--- config.mk ---
export PLATFORM = sky130hd
export DESIGN_NAME = led_pixel_buffer_gamma
export DESIGN_NICKNAME = d
export VERILOG_FILES = /design/src/rtl/core/lpbg_pkg.sv /design/src/rtl/core/lpbg_ram.sv /design/src/rtl/core/lpbg_ctrl.sv /design/src/rtl/core/lpbg_dp.sv /design/src/rtl/core/led_pixel_buffer_gamma.sv
export SDC_FILE = /design/constraint.sdc
export NUM_CORES = 2
export LEC_CHECK = 0
export ABC_AREA = 0
export BUFFER_PORTS_ARGS = -buffer_cell sky130_fd_sc_hd__buf_2
export CORE_MARGIN = 3
export CORE_UTILIZATION = 50
export DETAILED_ROUTE_END_ITERATION = 16
export HOLD_SLACK_MARGIN = 0.03
export PLACE_DENSITY = 0.66
export SLEW_MARGIN = 40
export SYNTH_ARGS = -nofsm -noshare
export SYNTH_HDL_FRONTEND = slang
export SYNTH_HIERARCHICAL = 1
export SYNTH_SLANG_ARGS = --single-unit
--- constraint.sdc ---
create_clock -name clk -period 5.4 [get_ports clk]
set_input_delay 0.81 -clock clk [delete_from_list [all_inputs] [get_ports clk]]
set_output_delay 0.81 -clock clk [all_outputs]
set_load 0.05 [all_outputs]
--- src/rtl/core/lpbg_pkg.sv ---
`timescale 1ns / 1ps

package lpbg_pkg;

    // Store geometry.
    localparam int MAX_PIXELS = 64;
    localparam int ADDR_W     = (MAX_PIXELS > 1) ? $clog2(MAX_PIXELS) : 1;
    localparam int LEN_W      = 7;
    localparam int IDX_W      = 6;
    localparam int CNT_W      = 7;
    localparam int SUM_W      = LEN_W + 1;
    localparam int PIX_W      = 24;
    localparam int COLOR_W    = 32;
    localparam int SLOT_W     = 3;
    localparam int GAMMA_BITS = 256 * 8;

    // Command codes of an input transaction.
    typedef enum logic [1:0] {
        OP_SET  = 2'd0,
        OP_MAX  = 2'd1,
        OP_FILL = 2'd2,
        OP_SHOW = 2'd3
    } op_t;

    // Register indexes on the configuration port.
    typedef enum logic [2:0] {
        REG_STRIP_LENGTH = 3'd0,
        REG_BRIGHTNESS   = 3'd1,
        REG_SLOT_FIRST   = 3'd2,
        REG_SLOT_SECOND  = 3'd3,
        REG_SLOT_THIRD   = 3'd4
    } reg_idx_t;

    // Color codes held by the slot registers.
    typedef enum logic [2:0] {
        SLOT_NONE  = 3'd0,
        SLOT_RED   = 3'd1,
        SLOT_GREEN = 3'd2,
        SLOT_BLUE  = 3'd3,
        SLOT_WHITE = 3'd4
    } slot_code_t;

    typedef enum logic [2:0] {
        S_IDLE,
        S_MAX_WR,
        S_FILL,
        S_SHOW_RD,
        S_SHOW_MUL,
        S_SHOW_OUT
    } state_t;

    typedef enum logic [1:0] {
        WR_INPUT,
        WR_MAX,
        WR_FILL
    } wr_sel_t;

    typedef enum logic {
        RD_INPUT,
        RD_ADDR
    } rd_sel_t;

    // Commands from the controller to the datapath.
    typedef struct packed {
        logic    load;
        logic    load_show;
        logic    wr_en;
        wr_sel_t wr_sel;
        logic    rd_en;
        rd_sel_t rd_sel;
        logic    addr_inc;
        logic    scale_en;
        logic    out_load;
    } lpbg_cmd_t;

    // Status from the datapath to the controller.
    typedef struct packed {
        logic idx_in_range;
        logic len_zero;
        logic fill_more;
        logic last;
        logic out_free;
    } lpbg_status_t;

    // Gamma ROM, round(255*(i/255)^1.7), built at elaboration.
    function automatic logic [GAMMA_BITS-1:0] build_gamma_rom();
        logic [GAMMA_BITS-1:0] tbl;
        real                   x;
        int                    k;
        tbl = '0;
        for (k = 0; k < 256; k++)
        begin
            x = 255.0 * ((k / 255.0) ** 1.7);
            tbl[k*8 +: 8] = 8'($rtoi(x + 0.5));
        end
        tbl[255*8 +: 8] = 8'd255;
        return tbl;
    endfunction

    localparam logic [GAMMA_BITS-1:0] GAMMA_ROM = build_gamma_rom();

    function automatic logic [7:0] gamma_lookup(input logic [7:0] v);
        return GAMMA_ROM[{v, 3'b000} +: 8];
    endfunction

    // Select one color byte for a wire slot.
    function automatic logic [7:0] pick_byte(input logic [SLOT_W-1:0] code,
                                             input logic [COLOR_W-1:0] color);
        logic [7:0] b;
        unique case (code)
            SLOT_RED:   b = color[7:0];
            SLOT_GREEN: b = color[15:8];
            SLOT_BLUE:  b = color[23:16];
            SLOT_WHITE: b = color[31:24];
            default:    b = 8'd0;
        endcase
        return b;
    endfunction

endpackage

--- src/rtl/core/lpbg_ram.sv ---
`timescale 1ns / 1ps

module lpbg_ram #(
    parameter int WIDTH = 24,
    parameter int DEPTH = 64
) (
    input  logic                                       clk,
    input  logic                                       we,
    input  logic [((DEPTH > 1) ? $clog2(DEPTH) : 1)-1:0] waddr,
    input  logic [WIDTH-1:0]                           wdata,
    input  logic                                       re,
    input  logic [((DEPTH > 1) ? $clog2(DEPTH) : 1)-1:0] raddr,
    output logic [WIDTH-1:0]                           rdata
);

    logic [WIDTH-1:0] mem_reg [DEPTH];
    logic [WIDTH-1:0] rdata_reg;

    // One write port, one registered read port.
    always_ff @(posedge clk)
    begin
        if (we)
        begin
            mem_reg[waddr] <= wdata;
        end
        if (re)
        begin
            rdata_reg <= mem_reg[raddr];
        end
    end

    assign rdata = rdata_reg;

endmodule

--- src/rtl/core/lpbg_ctrl.sv ---
`timescale 1ns / 1ps

module lpbg_ctrl
    import lpbg_pkg::*;
(
    input  logic         clk,
    input  logic         rst_n,
    input  logic         in_valid,
    output logic         in_ready,
    input  logic [1:0]   opcode,
    input  lpbg_status_t status,
    output lpbg_cmd_t    cmd
);

    state_t state_reg;
    state_t state_next;
    logic   accept;
    op_t    op;

    assign op     = op_t'(opcode);
    assign accept = in_valid && (state_reg == S_IDLE);

    // State register.
    always_ff @(posedge clk or negedge rst_n)
    begin
        if (!rst_n)
        begin
            state_reg <= S_IDLE;
        end
        else
        begin
            state_reg <= state_next;
        end
    end

    // Next state.
    always_comb
    begin
        state_next = state_reg;
        unique case (state_reg)
            S_IDLE:
            begin
                if (accept)
                begin
                    unique case (op)
                        OP_SET:  state_next = S_IDLE;
                        OP_MAX:  state_next = status.idx_in_range ? S_MAX_WR : S_IDLE;
                        OP_FILL: state_next = S_FILL;
                        OP_SHOW: state_next = status.len_zero ? S_IDLE : S_SHOW_RD;
                    endcase
                end
            end
            S_MAX_WR:   state_next = S_IDLE;
            S_FILL:     state_next = status.fill_more ? S_FILL : S_IDLE;
            S_SHOW_RD:  state_next = S_SHOW_MUL;
            S_SHOW_MUL: state_next = S_SHOW_OUT;
            S_SHOW_OUT:
            begin
                if (status.out_free)
                begin
                    state_next = status.last ? S_IDLE : S_SHOW_RD;
                end
            end
            default:    state_next = S_IDLE;
        endcase
    end

    // Commands to the datapath.
    always_comb
    begin
        cmd           = '0;
        cmd.wr_sel    = WR_INPUT;
        cmd.rd_sel    = RD_INPUT;
        in_ready      = 1'b0;
        unique case (state_reg)
            S_IDLE:
            begin
                in_ready      = 1'b1;
                cmd.load      = accept;
                cmd.load_show = accept && (op == OP_SHOW);
                cmd.wr_en     = accept && (op == OP_SET) && status.idx_in_range;
                cmd.rd_en     = accept && (op == OP_MAX);
            end
            S_MAX_WR:
            begin
                cmd.wr_en  = 1'b1;
                cmd.wr_sel = WR_MAX;
            end
            S_FILL:
            begin
                cmd.wr_en    = status.fill_more;
                cmd.wr_sel   = WR_FILL;
                cmd.addr_inc = status.fill_more;
            end
            S_SHOW_RD:
            begin
                cmd.rd_en  = 1'b1;
                cmd.rd_sel = RD_ADDR;
            end
            S_SHOW_MUL:
            begin
                cmd.scale_en = 1'b1;
                cmd.addr_inc = 1'b1;
            end
            S_SHOW_OUT:
            begin
                cmd.out_load = status.out_free;
            end
            default:
            begin
                cmd = '0;
            end
        endcase
    end

`ifndef ASSERT_OFF
    // A show run with an empty strip must never start reading the store.
    assert property (@(posedge clk) disable iff (!rst_n)
        (state_reg == S_IDLE && state_next == S_SHOW_RD) |-> !status.len_zero)
        else $error("show run started on an empty strip");

    // A pixel is handed to the output register only when that register can take it.
    assert property (@(posedge clk) disable iff (!rst_n)
        cmd.out_load |-> status.out_free)
        else $error("output register overwritten while occupied");
`endif

endmodule

--- src/rtl/core/lpbg_dp.sv ---
`timescale 1ns / 1ps

module lpbg_dp
    import lpbg_pkg::*;
(
    input  logic               clk,
    input  logic               rst_n,
    input  lpbg_cmd_t          cmd,
    output lpbg_status_t       status,
    input  logic [IDX_W-1:0]   index,
    input  logic [CNT_W-1:0]   count,
    input  logic [COLOR_W-1:0] color,
    input  logic [LEN_W-1:0]   strip_length,
    input  logic [7:0]         brightness,
    input  logic [SLOT_W-1:0]  slot_first,
    input  logic [SLOT_W-1:0]  slot_second,
    input  logic [SLOT_W-1:0]  slot_third,
    output logic               out_valid,
    input  logic               out_ready,
    output logic [31:0]        pixel_word,
    output logic               last_pixel
);

    logic [LEN_W-1:0]  len;
    logic [PIX_W-1:0]  in_slots;
    logic [SUM_W-1:0]  fill_sum;
    logic [LEN_W-1:0]  fill_end;

    logic [PIX_W-1:0]  pix_reg;
    logic [LEN_W-1:0]  addr_reg;
    logic [LEN_W-1:0]  end_reg;
    logic              last_reg;
    logic [23:0]       scaled_reg;

    logic              out_valid_reg;
    logic [31:0]       pixel_word_reg;
    logic              last_pixel_reg;

    logic [LEN_W-1:0]  wr_addr_full;
    logic [PIX_W-1:0]  wr_data;
    logic [PIX_W-1:0]  max_data;
    logic [ADDR_W-1:0] rd_addr;
    logic [PIX_W-1:0]  ram_rdata;
    logic [15:0]       prod0;
    logic [15:0]       prod1;
    logic [15:0]       prod2;

    // Effective strip length, limited to the store size.
    assign len = (strip_length > LEN_W'(MAX_PIXELS)) ? LEN_W'(MAX_PIXELS) : strip_length;

    // Reorder the incoming color into the three wire slots.
    assign in_slots = {pick_byte(slot_first, color),
                       pick_byte(slot_second, color),
                       pick_byte(slot_third, color)};

    // End of a fill range, clamped at the strip end.
    assign fill_sum = SUM_W'(index) + SUM_W'(count);
    assign fill_end = (fill_sum > SUM_W'(len)) ? len : fill_sum[LEN_W-1:0];

    // Command latch and walking address.
    always_ff @(posedge clk)
    begin
        if (cmd.load)
        begin
            pix_reg  <= in_slots;
            addr_reg <= cmd.load_show ? '0 : LEN_W'(index);
            end_reg  <= cmd.load_show ? len : fill_end;
        end
        else if (cmd.addr_inc)
        begin
            addr_reg <= addr_reg + LEN_W'(1);
        end
    end

    // Per-byte maximum of the stored and the new pixel.
    always_comb
    begin
        for (int b = 0; b < 3; b++)
        begin
            max_data[b*8 +: 8] = (pix_reg[b*8 +: 8] > ram_rdata[b*8 +: 8]) ?
                                 pix_reg[b*8 +: 8] : ram_rdata[b*8 +: 8];
        end
    end

    // Store write port selection.
    always_comb
    begin
        unique case (cmd.wr_sel)
            WR_INPUT:
            begin
                wr_addr_full = LEN_W'(index);
                wr_data      = in_slots;
            end
            WR_MAX:
            begin
                wr_addr_full = addr_reg;
                wr_data      = max_data;
            end
            WR_FILL:
            begin
                wr_addr_full = addr_reg;
                wr_data      = pix_reg;
            end
            default:
            begin
                wr_addr_full = addr_reg;
                wr_data      = pix_reg;
            end
        endcase
    end

    assign rd_addr = (cmd.rd_sel == RD_ADDR) ? addr_reg[ADDR_W-1:0] : index[ADDR_W-1:0];

    lpbg_ram #(
        .WIDTH (PIX_W),
        .DEPTH (MAX_PIXELS)
    ) u_store (
        .clk   (clk),
        .we    (cmd.wr_en),
        .waddr (wr_addr_full[ADDR_W-1:0]),
        .wdata (wr_data),
        .re    (cmd.rd_en),
        .raddr (rd_addr),
        .rdata (ram_rdata)
    );

    // Brightness scaling, one product per slot byte.
    assign prod0 = ram_rdata[23:16] * brightness;
    assign prod1 = ram_rdata[15:8]  * brightness;
    assign prod2 = ram_rdata[7:0]   * brightness;

    always_ff @(posedge clk)
    begin
        if (cmd.scale_en)
        begin
            scaled_reg <= {prod0[15:8], prod1[15:8], prod2[15:8]};
            last_reg   <= (addr_reg + LEN_W'(1)) == end_reg;
        end
    end

    // Output register: valid flag under reset, payload without.
    always_ff @(posedge clk or negedge rst_n)
    begin
        if (!rst_n)
        begin
            out_valid_reg <= 1'b0;
        end
        else if (cmd.out_load)
        begin
            out_valid_reg <= 1'b1;
        end
        else if (out_ready)
        begin
            out_valid_reg <= 1'b0;
        end
    end

    always_ff @(posedge clk)
    begin
        if (cmd.out_load)
        begin
            pixel_word_reg <= {gamma_lookup(scaled_reg[23:16]),
                               gamma_lookup(scaled_reg[15:8]),
                               gamma_lookup(scaled_reg[7:0]),
                               8'd0};
            last_pixel_reg <= last_reg;
        end
    end

    assign out_valid  = out_valid_reg;
    assign pixel_word = pixel_word_reg;
    assign last_pixel = last_pixel_reg;

    // Status back to the controller.
    assign status.idx_in_range = LEN_W'(index) < len;
    assign status.len_zero     = (len == '0);
    assign status.fill_more    = addr_reg < end_reg;
    assign status.last         = last_reg;
    assign status.out_free     = !out_valid_reg || out_ready;

`ifndef ASSERT_OFF
    // Every store write lands inside the strip.
    assert property (@(posedge clk) disable iff (!rst_n)
        cmd.wr_en |-> (wr_addr_full < len))
        else $error("store write beyond strip length");

    // A show read never runs past the end of the strip.
    assert property (@(posedge clk) disable iff (!rst_n)
        (cmd.rd_en && cmd.rd_sel == RD_ADDR) |-> (addr_reg < end_reg))
        else $error("show read past the last pixel");
`endif

endmodule

--- src/rtl/core/led_pixel_buffer_gamma.sv ---
`timescale 1ns / 1ps

// Channel   Handshake                  Payload
// input     in_valid / in_ready        opcode, index, count, color
// output    out_valid / out_ready      pixel_word, last_pixel
// config    psel, penable, pwrite      paddr, pwdata, prdata, pready (always high)
//
// Set writes the store as it is taken; max reads the stored pixel, then writes back the per-byte
// maximum with the new color; fill writes the pixels of its range one after another. Show walks
// each pixel through store read, brightness multiply and gamma lookup, and waits in the last step
// while the output register is occupied; the controller walks one pixel at a time. A new
// transaction is taken once the last pixel sits in the output register. Reset restores the
// register defaults; the pixel store holds nothing until written.

module led_pixel_buffer_gamma
    import lpbg_pkg::*;
(
    input  logic               clk,
    input  logic               rst_n,
    input  logic               in_valid,
    output logic               in_ready,
    input  logic [1:0]         opcode,
    input  logic [IDX_W-1:0]   index,
    input  logic [CNT_W-1:0]   count,
    input  logic [COLOR_W-1:0] color,
    output logic               out_valid,
    input  logic               out_ready,
    output logic [31:0]        pixel_word,
    output logic               last_pixel,
    input  logic               psel,
    input  logic               penable,
    input  logic               pwrite,
    input  logic [4:0]         paddr,
    input  logic [31:0]        pwdata,
    output logic [31:0]        prdata,
    output logic               pready
);

    logic [LEN_W-1:0]  strip_length_reg;
    logic [7:0]        brightness_reg;
    logic [SLOT_W-1:0] slot_first_reg;
    logic [SLOT_W-1:0] slot_second_reg;
    logic [SLOT_W-1:0] slot_third_reg;
    logic              cfg_write;
    reg_idx_t          reg_sel;
    lpbg_cmd_t         cmd;
    lpbg_status_t      status;

    assign pready    = 1'b1;
    assign cfg_write = psel && penable && pwrite;
    assign reg_sel   = reg_idx_t'(paddr[4:2]);

    // Configuration registers.
    always_ff @(posedge clk or negedge rst_n)
    begin
        if (!rst_n)
        begin
            strip_length_reg <= LEN_W'(64);
            brightness_reg   <= 8'd255;
            slot_first_reg   <= SLOT_GREEN;
            slot_second_reg  <= SLOT_RED;
            slot_third_reg   <= SLOT_BLUE;
        end
        else if (cfg_write)
        begin
            unique case (reg_sel)
                REG_STRIP_LENGTH: strip_length_reg <= pwdata[LEN_W-1:0];
                REG_BRIGHTNESS:   brightness_reg   <= pwdata[7:0];
                REG_SLOT_FIRST:   slot_first_reg   <= pwdata[SLOT_W-1:0];
                REG_SLOT_SECOND:  slot_second_reg  <= pwdata[SLOT_W-1:0];
                REG_SLOT_THIRD:   slot_third_reg   <= pwdata[SLOT_W-1:0];
                default:          ;
            endcase
        end
    end

    // Register read-back.
    always_comb
    begin
        unique case (reg_sel)
            REG_STRIP_LENGTH: prdata = 32'(strip_length_reg);
            REG_BRIGHTNESS:   prdata = 32'(brightness_reg);
            REG_SLOT_FIRST:   prdata = 32'(slot_first_reg);
            REG_SLOT_SECOND:  prdata = 32'(slot_second_reg);
            REG_SLOT_THIRD:   prdata = 32'(slot_third_reg);
            default:          prdata = 32'd0;
        endcase
    end

    lpbg_ctrl u_ctrl (
        .clk      (clk),
        .rst_n    (rst_n),
        .in_valid (in_valid),
        .in_ready (in_ready),
        .opcode   (opcode),
        .status   (status),
        .cmd      (cmd)
    );

    lpbg_dp u_dp (
        .clk          (clk),
        .rst_n        (rst_n),
        .cmd          (cmd),
        .status       (status),
        .index        (index),
        .count        (count),
        .color        (color),
        .strip_length (strip_length_reg),
        .brightness   (brightness_reg),
        .slot_first   (slot_first_reg),
        .slot_second  (slot_second_reg),
        .slot_third   (slot_third_reg),
        .out_valid    (out_valid),
        .out_ready    (out_ready),
        .pixel_word   (pixel_word),
        .last_pixel   (last_pixel)
    );

endmodule
==> impl_metrics.tcl <==
set metrics [dict create \
    overflow 0 \
    clock.fmax_ghz 0.205 \
    dpl.hpwl_um 125000 \
    setup_viol 0 \
    maxSlewViolCount 0 \
    synth-seq-cells 1676 \
    grt_pass1_wl_um 297000 \
    drv_cap 0 \
    power_density_nw_per_um2 480 \
    grt_start_max_net_pins 75 \
    yosysSeqAreaShare 0.642 \
    grt_pass1_vias 44900 \
    final_nets 5442 \
    worstSetupPathType "flip-flop to flip-flop" \
    rsz0062_at_grt "no" \
    path_delay_family "adder cells" \
    root_buffer "clkbuf_16" \
    setup_slack_ps 530 \
    hold_depth 2 \
    multi_input_area_um2 26200 \
    postCtsResizedCells 0 \
    syn_area_um2 78200 \
    drt-pass1-iter-count 7 \
    die_x_um 401 \
    clock-sinks 1676 \
    hold_buffers 1 \
    setup-tns-final_ps 0 \
    yosysTopAreaCellShare 0.633 \
    rows 144 \
    path_cells "nand2_1, fa_1, fa_1, inv_1, fa_1, inv_1, fa_1, inv_1, ha_1, a2111oi_0, o21ai_1, a21oi_1, inv_1, a31o_2, xor2_1" \
    vias_per_cell 6.29 \
    hold_start "pwdata[7]" \
    grtUsageTotal 0.247 \
    largest_register_ff_count 1536 \
    async_reset_ff_frac 0.0167 \
    peakVddDrop_mv 0.403 \
    synth_edf_count 1648 \
    reg2reg_from "brightness_reg[3]" \
    cp.arrival_ps 5430 \
    wirelength_um 200000 \
    core_area_um2 155000 \
    drive_gt1_frac 0.223 \
    worst_ep_required_time_ps 5960 \
    seq_area_um2 50200 \
    r2r_slack_ps 530 \
    stdcell_count 7231 \
    crit-reg2reg-capture "u_dp/scaled_reg[21]" \
    rr_worst_depth 15 \
    clockBufferDepth 3 \
    gp_congestion 0.894 \
    num_io_pins 159 \
    dieArea_um2 161000 \
    path_buf_inv 4 \
    dominantRegCellSynth "edfxtp_1" \
    fin_worst_skew_ps 37.9 \
    final_common_cell "edfxtp_1" \
    wl_per_cell_um 27.6 \
    place.port_buffers 99 \
    setup.worst_path.end_class "flip-flop" \
    min_period_ps 4870 \
    synth_area_leader_cell "edfxtp_1" \
    n_fill_cell 11800 \
    layout_common_cells "edfxtp_1 (1,648), mux4_2 (359), nand2_1 (227)" \
    initial_core_util 0.505 \
    ys_warn_count 6 \
    vias 45500 \
    dieHeight_um 401 \
    p_leak_nw 30.4 \
    max_stage_delay_ps 880 \
    syn_inst 4852 \
    finalHoldViolCount 0 \
    syn_avg_cell_area_um2 16.1 \
    path_clk_slew_ps 60 \
    yosys-top-cells-area "edfxtp_1 (63%), mux4_2 (10%), ha_1 (3.0%)" \
    ys_types 96 \
    hp-class "input port to flip-flop" \
    status "finished clean" \
    relSlewSlack 0.370 \
    tritoncts "done" \
    slowest_stage "dfstp_2" \
    drt_drc_violations_left 0 \
    drt_iter0_markers 5540 \
    start_kind "flip-flop" \
    syn2layout_area_growth_pct 12.1 \
    worstHoldEndpoint "brightness_reg[7]" \
    post_cts_buffers 0 \
    ant_nets 0 \
    placedCellCount 6929 \
    clk_latency_ps 810 \
    critPathMaxFanout 26 \
    h-tree-depth 4 \
    antenna_found_initial 5 \
    numCtsBuffers 166 \
    fin_crit_sh 0.902 \
    dpl_worst_slack_ps 518 \
    worstMarginPinSlew_ps 941 \
]
-- how the worst max path moves through the flow --
stage	from	endpoint	slack, ps	depth (start not counted)
CTS	brightness_reg[3]	u_dp/scaled_reg[21]	510	15
global placement	brightness_reg[3]	u_dp/scaled_reg[21]	550	15
detailed placement	brightness_reg[3]	u_dp/scaled_reg[21]	520	15
global route	brightness_reg[3]	u_dp/scaled_reg[21]	270	15
floorplan	u_dp/u_store/rdata[9]	u_dp/u_store/mem_reg[0][8]	570	8
finish	brightness_reg[3]	u_dp/scaled_reg[21]	530	15
-- worst reg2reg max path, cell delays in order, from the launching register on --
cell and delay, ps:
dfstp_2 880, nand2_1 170, fa_1 520, fa_1 550, inv_1 50, fa_1 470
inv_1 50, fa_1 480, inv_1 40, ha_1 180, a2111oi_0 280, o21ai_1 150
a21oi_1 300, inv_1 100, a31o_2 260, xor2_1 140
-- Yosys cell counts (67+ instances only) --
cell and count:
inv_1 203, mux2i_1 134, clkbuf_1 145, ha_1 188
o21ai_0 117, o22ai_1 94, mux4_2 359, nand2_1 227
nor2_1 177, fa_1 106, and2_1 164, a21oi_1 153
buf_2 88, a221oi_1 69, edfxtp_1 1648, buf_4 67
mux2_2 90
-- per-stage QoR --
| step | hold WS (ps) | utilization | total power [mW] | cell area (um^2) |
|---|---|---|---|---|
| 5_1_grt | 222 | 0.566 | 43.9 | 87600 |
| 3_5_place_dp | 500 | 0.532 | 31.0 | 82400 |
| 6_report | 254 | 0.566 | 42.0 | 87600 |
| 2_1_floorplan | 428 | - | 26.0 | 78300 |
| 4_1_cts | 188 | 0.566 | 42.1 | 87600 |
| 3_3_place_gp | 499 | 0.530 | 30.4 | 82100 |
-- report_power, final --
part | switching (mW) | total, mW | internal [mW]
clock | 4.90 | 11.1 | 6.22
sequential | 0.576 | 17.9 | 17.3
combinational | 8.70 | 13.0 | 4.31
-- routing by layer --
metal  part of all wire  global-route usage
met5           0.000065                   0
met1               0.41               0.353
met2               0.47               0.382
met3              0.095              0.0525
met4              0.033              0.0811
-- kinds of logic (layout without fill, tap and decap cells) --
group	count (synthesis)	count (layout)	synth area share
AND/OR/NAND/NOR	865	865	0.0565
XOR/XNOR	49	49	0.00549
adder cells (fa/ha/maj)	296	296	0.0575
other	3	34	0.000144
multiplexers	590	590	0.135
buffers and inverters	549	853	0.0321
flip-flops	1676	1676	0.642
AO/OA/AOI/OAI	824	824	0.0713
-- area by class of cell --
cell class,instances,share of cell area
diodes,1,0.0000286
clock buffers,215,0.0507
clock inverters,82,0.00872
inverters,211,0.00904
multi-input cells,2657,0.299
flip-flops and latches,1676,0.573
well taps,2044,0.0292
repair buffers,345,0.0308
No activity file was read; power rests on OpenSTA's default activity.
